$ cat src/rtl/first_fit_range_allocator_core_macros.svh
// assertion macros for the free range allocator
`ifndef FIRST_FIT_RANGE_ALLOCATOR_CORE_MACROS_SVH
`define FIRST_FIT_RANGE_ALLOCATOR_CORE_MACROS_SVH

// condition holds at every edge out of reset
`define FFRA_ASSERT_ALWAYS(lbl, cond, msg) \
  lbl: assert property (@(posedge clk_i) disable iff (!rst_ni) (cond)) else $error(msg);

// consequent holds in the cycle after the antecedent
`define FFRA_ASSERT_NEXT(lbl, ante, cons, msg) \
  lbl: assert property (@(posedge clk_i) disable iff (!rst_ni) (ante) |=> (cons)) else $error(msg);

`endif

$ cat src/rtl/ffra_pkg.sv
// shared types, codes and helpers of the free range allocator
package ffra_pkg;

  localparam int unsigned MaxFreeRangesDef = 32;
  localparam int unsigned BufferCount      = 2;

  typedef enum logic [1:0] {
    OP_ALLOC = 2'd0,
    OP_FREE  = 2'd1,
    OP_CLEAR = 2'd2,
    OP_NOP   = 2'd3
  } opcode_e;

  typedef enum logic [2:0] {
    STS_OK         = 3'd0,
    STS_BAD_SIZE   = 3'd1,
    STS_FRAGMENTED = 3'd2,
    STS_NO_SPACE   = 3'd3,
    STS_LIST_FULL  = 3'd4
  } status_e;

  localparam logic REG_BASE = 1'b0;
  localparam logic REG_SIZE = 1'b1;

  typedef struct packed {
    logic [31:0] start;
    logic [31:0] length;
  } entry_t;

  function automatic logic [31:0] sat_add(input logic [31:0] a, input logic [31:0] b);
    logic [32:0] s;
    s = {1'b0, a} + {1'b0, b};
    return s[32] ? 32'hFFFF_FFFF : s[31:0];
  endfunction

  function automatic logic [31:0] sat_len(input logic [32:0] x);
    return x[32] ? 32'hFFFF_FFFF : x[31:0];
  endfunction

endpackage

$ cat src/rtl/ffra_list_ram.sv
// two-bank range list memory, one write and one registered read port
module ffra_list_ram #(
  parameter int unsigned AW = 6
) (
  input  logic                   clk_i,
  input  logic                   we_i,
  input  logic [AW-1:0]          waddr_i,
  input  ffra_pkg::entry_t       wdata_i,
  input  logic [AW-1:0]          raddr_i,
  output ffra_pkg::entry_t       rdata_o
);
  import ffra_pkg::*;

  entry_t mem_q [2**AW];
  entry_t rdata_q;

  always_ff @(posedge clk_i) begin
    if (we_i) begin
      mem_q[waddr_i] <= wdata_i;
    end
    rdata_q <= mem_q[raddr_i];
  end

  assign rdata_o = rdata_q;

endmodule

$ cat src/rtl/first_fit_range_allocator_core.sv
// first-fit free range allocator: each alloc, free or no-op item walks the range list once,
// reading then processing each stored range, streaming a rewritten copy into the spare bank
// of the list memory and switching banks at the end unless a free overflows the list (a free
// also inserts and flushes the merged range); a clear writes only the configured range. The
// list memory has a single read port. The block takes no new item until the current one is done.
`include "first_fit_range_allocator_core_macros.svh"

module first_fit_range_allocator_core #(
  parameter int unsigned MAX_FREE_RANGES = ffra_pkg::MaxFreeRangesDef
) (
  input  logic        clk_i,
  input  logic        rst_ni,
  input  logic        psel,
  input  logic        penable,
  input  logic        pwrite,
  input  logic [2:0]  paddr,
  input  logic [31:0] pwdata,
  output logic [31:0] prdata,
  output logic        pready,
  input  logic        in_valid_i,
  output logic        in_stall_o,
  input  logic [1:0]  opcode_i,
  input  logic [23:0] payload_size_i,
  input  logic [31:0] range_offset_i,
  input  logic [31:0] range_size_i,
  output logic        out_valid_o,
  input  logic        out_stall_i,
  output logic [2:0]  status_o,
  output logic [31:0] block_offset_o,
  output logic [31:0] block_size_o,
  output logic [31:0] total_free_o
);
  import ffra_pkg::*;

  localparam int unsigned IW = $clog2(MAX_FREE_RANGES);
  localparam int unsigned AW = IW + 1;
  localparam int unsigned CW = IW + 1;
  localparam int unsigned WW = IW + 2;
  localparam logic [CW-1:0] NCnt = CW'(MAX_FREE_RANGES);
  localparam logic [WW-1:0] NWr  = WW'(MAX_FREE_RANGES);
  localparam logic [32:0]   TopEnd = 33'h1_0000_0000;

  typedef enum logic [2:0] {
    S_IDLE, S_RD, S_PROC, S_TAIL, S_FLUSH, S_CLR, S_FIN
  } state_e;

  state_e        state_q, state_d;
  logic          merge_q, merge_d;
  logic          alloc_en_q, alloc_en_d;
  logic          bad_q, bad_d;
  logic [31:0]   need_q, need_d;
  logic [31:0]   off_q, off_d;
  logic [32:0]   end_q, end_d;
  logic          placed_q, placed_d;
  logic          found_q, found_d;
  logic [CW-1:0] idx_q, idx_d;
  logic [WW-1:0] wcnt_q, wcnt_d;
  logic          pv_q, pv_d;
  logic [31:0]   ps_q, ps_d;
  logic [32:0]   pe_q, pe_d;
  logic [31:0]   osum_q, osum_d;
  logic [31:0]   nsum_q, nsum_d;
  logic [31:0]   boff_q, boff_d;
  logic          bank_q, bank_d;
  logic [CW-1:0] count_q, count_d;
  logic [31:0]   base_q, base_d;
  logic [31:0]   size_q, size_d;
  logic          out_valid_q, out_valid_d;
  logic [2:0]    status_q, status_d;
  logic [31:0]   bo_q, bo_d;
  logic [31:0]   bs_q, bs_d;
  logic [31:0]   tf_q, tf_d;

  logic          accept;
  logic          cfg_we;
  logic          we;
  logic [AW-1:0] waddr;
  entry_t        wdata;
  entry_t        rd;
  logic [32:0]   rd_end;
  logic [24:0]   rnd;
  logic [32:0]   room;
  logic [32:0]   clen;
  logic [32:0]   croom;
  logic [32:0]   clr_len;
  logic          take_new;
  logic [31:0]   cs;
  logic [32:0]   ce;
  logic          emit;
  logic          full;
  logic          fit;

  assign accept     = in_valid_i && !in_stall_o;
  assign in_stall_o = (state_q != S_IDLE);
  assign cfg_we     = psel && penable && pwrite;
  assign pready     = 1'b1;
  assign prdata     = (paddr[2] == REG_SIZE) ? size_q : base_q;

  assign rd_end  = {1'b0, rd.start} + {1'b0, rd.length};
  assign rnd     = ({1'b0, payload_size_i} + 25'd63) & ~25'd63;
  assign room    = TopEnd - {1'b0, range_offset_i};
  assign clen    = ({1'b0, range_size_i} < room) ? {1'b0, range_size_i} : room;
  assign croom   = TopEnd - {1'b0, base_q};
  assign clr_len = ({1'b0, size_q} < croom) ? {1'b0, size_q} : croom;

  // candidate range for the merge: the freed range slots in before the first higher start
  assign take_new = (state_q == S_TAIL) || (!placed_q && (off_q < rd.start));
  assign cs       = take_new ? off_q : rd.start;
  assign ce       = take_new ? end_q : rd_end;
  assign emit     = pv_q && ((state_q == S_FLUSH) || (pe_q < {1'b0, cs}));
  assign fit      = alloc_en_q && !found_q && (rd.length >= need_q);
  assign full     = merge_q && (wcnt_q > NWr);

  always_comb begin
    state_d     = state_q;
    merge_d     = merge_q;
    alloc_en_d  = alloc_en_q;
    bad_d       = bad_q;
    need_d      = need_q;
    off_d       = off_q;
    end_d       = end_q;
    placed_d    = placed_q;
    found_d     = found_q;
    idx_d       = idx_q;
    wcnt_d      = wcnt_q;
    pv_d        = pv_q;
    ps_d        = ps_q;
    pe_d        = pe_q;
    osum_d      = osum_q;
    nsum_d      = nsum_q;
    boff_d      = boff_q;
    bank_d      = bank_q;
    count_d     = count_q;
    base_d      = base_q;
    size_d      = size_q;
    out_valid_d = out_valid_q && out_stall_i;
    status_d    = status_q;
    bo_d        = bo_q;
    bs_d        = bs_q;
    tf_d        = tf_q;
    we          = 1'b0;
    wdata       = '0;

    if (cfg_we) begin
      if (paddr[2] == REG_SIZE) begin
        size_d = pwdata;
      end else begin
        base_d = pwdata;
      end
    end

    case (state_q)
      S_IDLE: begin
        if (accept) begin
          merge_d    = 1'b0;
          alloc_en_d = 1'b0;
          bad_d      = 1'b0;
          need_d     = 32'(32'(rnd) * 32'(BufferCount));
          off_d      = range_offset_i;
          end_d      = {1'b0, range_offset_i} + clen;
          placed_d   = 1'b0;
          found_d    = 1'b0;
          idx_d      = '0;
          wcnt_d     = '0;
          pv_d       = 1'b0;
          osum_d     = '0;
          nsum_d     = '0;
          boff_d     = '0;
          state_d    = S_RD;
          case (opcode_e'(opcode_i))
            OP_ALLOC: begin
              alloc_en_d = (payload_size_i != '0);
              bad_d      = (payload_size_i == '0);
            end
            OP_FREE: begin
              merge_d = (range_size_i != '0);
            end
            OP_CLEAR: begin
              state_d = S_CLR;
            end
            default: ;
          endcase
        end
      end
      S_RD: begin
        if (idx_q == count_q) begin
          if (!merge_q) begin
            state_d = S_FIN;
          end else if (placed_q) begin
            state_d = S_FLUSH;
          end else begin
            state_d = S_TAIL;
          end
        end else begin
          state_d = S_PROC;
        end
      end
      S_PROC, S_TAIL, S_FLUSH: begin
        if (merge_q) begin
          if (emit) begin
            we     = 1'b1;
            wdata  = '{start: ps_q, length: sat_len(pe_q - {1'b0, ps_q})};
          end
          if (!pv_q || (pe_q < {1'b0, cs})) begin
            pv_d = 1'b1;
            ps_d = cs;
            pe_d = ce;
          end else if (ce > pe_q) begin
            pe_d = ce;
          end
          if (state_q == S_FLUSH) begin
            state_d = S_FIN;
          end else if (take_new) begin
            placed_d = 1'b1;
            if (state_q == S_TAIL) begin
              state_d = S_FLUSH;
            end
          end else begin
            osum_d  = sat_add(osum_q, rd.length);
            idx_d   = idx_q + 1'b1;
            state_d = S_RD;
          end
        end else begin
          // copy pass, carving the block out of the first range that fits when allocating
          osum_d = sat_add(osum_q, rd.length);
          idx_d  = idx_q + 1'b1;
          if (fit) begin
            found_d = 1'b1;
            boff_d  = rd.start;
            we      = (rd.length != need_q);
            wdata   = '{start: rd.start + need_q, length: rd.length - need_q};
          end else begin
            we    = 1'b1;
            wdata = rd;
          end
          state_d = S_RD;
        end
      end
      S_CLR: begin
        we      = (clr_len != '0);
        wdata   = '{start: base_q, length: clr_len[31:0]};
        state_d = S_FIN;
      end
      S_FIN: begin
        idx_d = '0;
        if (!out_valid_q || !out_stall_i) begin
          out_valid_d = 1'b1;
          bo_d        = found_q ? boff_q : '0;
          bs_d        = found_q ? need_q : '0;
          tf_d        = full ? osum_q : nsum_q;
          if (bad_q) begin
            status_d = STS_BAD_SIZE;
          end else if (full) begin
            status_d = STS_LIST_FULL;
          end else if (alloc_en_q && !found_q) begin
            status_d = (osum_q >= need_q) ? STS_FRAGMENTED : STS_NO_SPACE;
          end else begin
            status_d = STS_OK;
          end
          if (!full) begin
            bank_d  = !bank_q;
            count_d = wcnt_q[CW-1:0];
          end
          state_d = S_IDLE;
        end
      end
      default: state_d = S_IDLE;
    endcase

    if (we) begin
      wcnt_d = wcnt_q + 1'b1;
      nsum_d = sat_add(nsum_q, wdata.length);
    end
  end

  assign waddr = {!bank_q, wcnt_q[IW-1:0]};

  ffra_list_ram #(
    .AW (AW)
  ) u_list_ram (
    .clk_i   (clk_i),
    .we_i    (we && (wcnt_q < NWr)),
    .waddr_i (waddr),
    .wdata_i (wdata),
    .raddr_i ({bank_q, idx_q[IW-1:0]}),
    .rdata_o (rd)
  );

  always_ff @(posedge clk_i or negedge rst_ni) begin
    if (!rst_ni) begin
      state_q     <= S_IDLE;
      bank_q      <= 1'b0;
      count_q     <= '0;
      base_q      <= '0;
      size_q      <= '0;
      out_valid_q <= 1'b0;
      merge_q     <= 1'b0;
      alloc_en_q  <= 1'b0;
      bad_q       <= 1'b0;
      placed_q    <= 1'b0;
      found_q     <= 1'b0;
      pv_q        <= 1'b0;
      idx_q       <= '0;
      wcnt_q      <= '0;
    end else begin
      state_q     <= state_d;
      bank_q      <= bank_d;
      count_q     <= count_d;
      base_q      <= base_d;
      size_q      <= size_d;
      out_valid_q <= out_valid_d;
      merge_q     <= merge_d;
      alloc_en_q  <= alloc_en_d;
      bad_q       <= bad_d;
      placed_q    <= placed_d;
      found_q     <= found_d;
      pv_q        <= pv_d;
      idx_q       <= idx_d;
      wcnt_q      <= wcnt_d;
    end
  end

  always_ff @(posedge clk_i) begin
    need_q   <= need_d;
    off_q    <= off_d;
    end_q    <= end_d;
    ps_q     <= ps_d;
    pe_q     <= pe_d;
    osum_q   <= osum_d;
    nsum_q   <= nsum_d;
    boff_q   <= boff_d;
    status_q <= status_d;
    bo_q     <= bo_d;
    bs_q     <= bs_d;
    tf_q     <= tf_d;
  end

  assign out_valid_o    = out_valid_q;
  assign status_o       = status_q;
  assign block_offset_o = bo_q;
  assign block_size_o   = bs_q;
  assign total_free_o   = tf_q;

  `FFRA_ASSERT_ALWAYS(a_count_in_range, count_q <= NCnt, "range count beyond capacity")
  `FFRA_ASSERT_NEXT(a_accept_busy, accept, state_q != S_IDLE, "item accepted but sequencer idle")
  `FFRA_ASSERT_ALWAYS(a_walk_bounded, idx_q <= count_q, "list walk beyond stored ranges")

endmodule

$ cat config.mk
export PLATFORM = sky130hd
export DESIGN_NAME = first_fit_range_allocator_core
export DESIGN_NICKNAME = d
export VERILOG_FILES = /design/src/rtl/ffra_pkg.sv /design/src/rtl/ffra_list_ram.sv /design/src/rtl/first_fit_range_allocator_core.sv
export VERILOG_INCLUDE_DIRS = /design/src /design/src/rtl
export SDC_FILE = /design/constraint.sdc
export NUM_CORES = 2
export LEC_CHECK = 0
export BUFFER_PORTS_ARGS = -buffer_cell sky130_fd_sc_hd__buf_2
export CORE_MARGIN = 5
export CORE_UTILIZATION = 55
export CTS_BUF_LIST = sky130_fd_sc_hd__clkbuf_8
export CTS_CLUSTER_DIAMETER = 80
export DETAILED_ROUTE_END_ITERATION = 8
export GPL_TIMING_DRIVEN = 1
export PLACE_DENSITY = 0.71
export SETUP_SLACK_MARGIN = 0.02
export SLEW_MARGIN = 20
export SYNTH_ARGS = -nofsm -noshare
export SYNTH_HDL_FRONTEND = slang
export SYNTH_HIERARCHICAL = 1
export SYNTH_SLANG_ARGS = --single-unit
export TNS_END_PERCENT = 5
$ cat constraint.sdc
create_clock -name clk_i -period 19.7 [get_ports clk_i]
set_input_delay 3.94 -clock clk_i [delete_from_list [all_inputs] [get_ports clk_i]]
set_output_delay 3.94 -clock clk_i [all_outputs]
set_load 0.02 [all_outputs]
==> impl.org <==
** CTS
- Number of gates resized after cts :: 0
- Cts-stage hold buffer count :: 0
- Total CTS buffers :: 708
- The clock reaches the later pin of the worst-skew pair after 1.27 ns.
- The clock tree synthesis step divided the H-tree into 6 levels.
- Max Buffers Root-to-Sink :: 4
- Clock tree synthesis found a total of 4,585 sinks.
- Post-CTS timing repair inserted 0 buffers for setup.
- CTS tree :: built
- After clock tree synthesis, the clock-pin slew on the worst setup and hold paths is around 0.060 ns.
- The tree is rooted in a clkbuf_8.

** Timing
- Portion of the clock cycle consumed by the worst path in the final layout :: 0.615
- Setup violations remaining at the end of the flow were counted as 0.
- Setup repair after global routing left no endpoint under its margin.
- Setup total negative slack on the finished layout was measured at 0 ns.
- The routed design could run at a clock period as short as 12.12 ns.
- Minimum hold slack :: 0.516 ns
- Relative max-transition margin :: 0.199
- Fin. max-slew vios :: 0
- Maximum operating frequency :: 0.0825 GHz
- Final worst-path setup slack :: 7.58 ns
- For the pin with the worst max-slew slack, the measured transition is 1.20 ns.
- The clock arrives with around 0.10 ns of skew.
- Final-report hold violation count :: 0

** Floorplanning
- The die is 599 um wide.
- Measured along the y axis, the die boundary spans 599 um.
- Top-level port count :: 266
- The initialized floorplan defines 216 standard-cell rows.
- Floorplan die area :: 0.359 mm2
- Effective utilization at floorplan :: 0.552
- In this run the standard cell core region covers 0.346 mm2.

** Worst setup path
- Measured in cells, the most critical reg-to-reg path has a length of 36.
- Broken down by cell family, the worst path's largest delay share belongs to compound AO/OA/AOI/OAI gates.
- Reg2reg setup slack :: approximately 7.6 ns
- Termination of the worst setup path :: nsum_q[0]
- Reg2reg start :: u_list_ram/rdata_o[55]
- Setup crit start kind :: register
- STA puts the critical path data required time at 20.76 ns.
- Setup crit start :: u_list_ram/rdata_o[55]
- Data on the critical path arrives at its endpoint at 13.19 ns.
- CP Buf/Inv Count :: 5
- On the worst path, the slowest cell contributes a delay of 0.75 ns.
- In this run the worst path has a maximum fanout of 65.
- The worst register-to-register path ends at nsum_q[0].
- STA classifies the critical path endpoint as a register.
- The largest individual stage delay along the critical path comes from the cell buf_4.
- Number of gates on the worst path with buffers counted :: 36
- By startpoint and endpoint, the worst setup path is classified as register to register.

** Flow run
- Max-cap violations in this run came to 0.

** Routing
- Count of unresolved DRC violations after routing :: 0
- Routed wire length per instance :: 34.7 um
- Vias per cell :: 6.65
- Total via count in the routed design :: 108,000
- Aggregate routed wire length :: 566,000 um
- Antenna-violating nets left :: 0
- First-iteration detailed-routing DRC count :: between 10,000 and 15,000
- The first TritonRoute pass finished after 6 iterations.

** Min path
- The min-delay analysis places its worst path in the category register to register.

** Cells and area
- Most frequent cells in the layout :: edfxtp_1 (4,427), mux4_2 (1,024), clkbuf_8 (732)
- In the final layout, the share of cells above drive strength 1 is 0.241.
- Layout overhead on the synthesized area :: 11.1%
- Summed area of non-filler cells in the final layout :: 0.212 mm2
- Fillers :: 24,200
- In the final design database the tool counted 11,700 nets.
- Once layout is complete, the utilization of the core stands at 0.613.
- Leaving out fill and tap cells, the most frequent cell in the layout is edfxtp_1.

** Yosys
- In the synthesized netlist, the number of instances is a little over 10,000.
- Share of synthesized area occupied by flip-flops and latches :: 0.715
- Total of flip-flops plus latches after synthesis :: 4,585
- Avg Synthesized Cell Area :: 18.4 um2
- Fraction of registers with async set or reset after synthesis :: 0.0205
- Post-synthesis instance area :: 0.191 mm2
- Counting flops with a built-in enable in the synthesized netlist gives between 4,000 and 5,000.
- Count of warnings emitted by yosys :: 6
- For this run, the leading register cell type out of synthesis is edfxtp_1.
- Count of distinct cell types in the synthesized netlist :: between 90 and 100

** Global route
- First-pass GRT wire length :: 795,000 um
- Summed over all layers, the global routing overflow is 0.
- In the global route stage, overall resource usage came out at 0.313.
- Entering global routing, the biggest net connects roughly 130 pins.
- The initial antenna violation count was 44.
- The number of global-route vias before repair is 107,000.

** Placed design
- Count of port buffers added during placement :: 249
- Estimated wirelength of the detail-placed design :: about 350,000 um
- Cell area after placement :: roughly 0.20 mm2
- At the end of routability-driven placement, the weighted congestion stood at 0.957.
- Worst setup slack before clock tree synthesis :: 6.73 ns

** Power and ir drop
- For this design the ratio of total power to cell area is roughly 150 mW/mm2.
- Leakage :: 70.6 nW
- Across the VDD grid, the largest voltage drop is roughly 0.14 mV.

** Outcome
- Result of the run :: complete, no violations
==> sequential cells by signal (all words and copies together), names as in the netlist, 3 cells and up <==
register	flops
u_list_ram/mem_q	4096
u_list_ram/rdata_o	64
end_q	33
pe_q	33
base_q	32
block_offset_o	32
boff_q	32
nsum_q	32
off_q	32
osum_q	32
ps_q	32
size_q	32
total_free_o	32
block_size_o	19
need_q	19
wcnt_q	7
count_q	6
idx_q	6
state_q	3
status_o	3
==> through the flow <==
step | total power, mW | std cells
CTS | 31.7 | 16300
floorplan | 20.5 | 10400
global placement | 24.0 | 15000
global route | 33.0 | 16300
detailed placement | 24.3 | 15000
finish | 31.7 | 16300
==> per-layer routing <==
metal  track usage  vias to the layer above  routed length (um)
met5             0                        -                  83
met4         0.154                       12               32300
met3        0.0795                     1309               68100
met2         0.480                     7230              260000
met1         0.423                    56000              206000
li1              -                    44000                   -
==> where the power goes <==
group / leakage [nW] / switching [mW] / internal (mW)
Combinational: 20.7 / 6.90 / 3.59
Clock: 7.52 / 3.73 / 3.64
Sequential: 42.4 / 0.687 / 13.1
Total: 70.6 / 11.3 / 20.4
==> kinds of logic (layout without fill, tap and decap cells) <==
group,count (synthesis),in the layout,synth area share
AOI/OAI and AO/OA,1347,1347,0.0463
xor gates and xnor gates,254,254,0.0116
adders and majority gates,386,386,0.0255
buffers and inverters,809,2122,0.0192
DFF,4585,4585,0.715
muxes,1402,1402,0.141
other,2,46,0.0000393
and+or+nand+nor,1602,1602,0.0413
==> Yosys cell counts, types with 64 or more instances <==
master / number / share of area
o21a_1: 72 / 0.0028
xnor2_1: 142 / 0.0065
clkbuf_1: 249 / 0.0049
o22ai_1: 82 / 0.0027
nor3_1: 69 / 0.0018
dfxtp_1: 64 / 0.0067
a22oi_1: 138 / 0.0054
edfxtp_1: 4427 / 0.70
nor2_1: 369 / 0.0072
dfrtp_1: 94 / 0.012
inv_1: 285 / 0.0056
nand3_1: 233 / 0.0061
mux2_2: 146 / 0.0086
a31oi_1: 72 / 0.0024
ha_1: 379 / 0.025
nand4_1: 134 / 0.0044
mux4_2: 1024 / 0.12
o21ai_0: 211 / 0.0055
buf_2: 162 / 0.0042
xor2_1: 112 / 0.0051
a21o_1: 122 / 0.0048
mux2i_1: 231 / 0.012
or3_1: 78 / 0.0026
nand2_1: 392 / 0.0077
a21oi_1: 297 / 0.0078
==> cell type report <==
type,instances,area [um2],area share
sequential,4585,137000,0.643
timing repair buffer,565,3730,0.0176
inverter,287,1080,0.00508
tap,4578,5730,0.0270
multi-input combinational,5005,52100,0.245
clock buffer,732,10100,0.0475
clock inverter,538,2890,0.0136
antenna,32,80.1,0.000377
==> worst min-delay path by stage <==
stage                     cells after the start        from    endpoint
after floorplan                               2  alloc_en_q  alloc_en_q
after global placement                        2  alloc_en_q  alloc_en_q
after detailed placement                      2  alloc_en_q  alloc_en_q
after CTS                                     2  alloc_en_q  alloc_en_q
after global routing                          2  alloc_en_q  alloc_en_q
final                                         2  count_q[4]  count_q[4]
==> tightest hold or removal path, stage by stage, from the launching register on <==
cell	delay (ns)
dfrtp_1	0.36
nand2_1	0.05
o21ai_0	0.07
No activity file was read; power rests on OpenSTA's default activity.
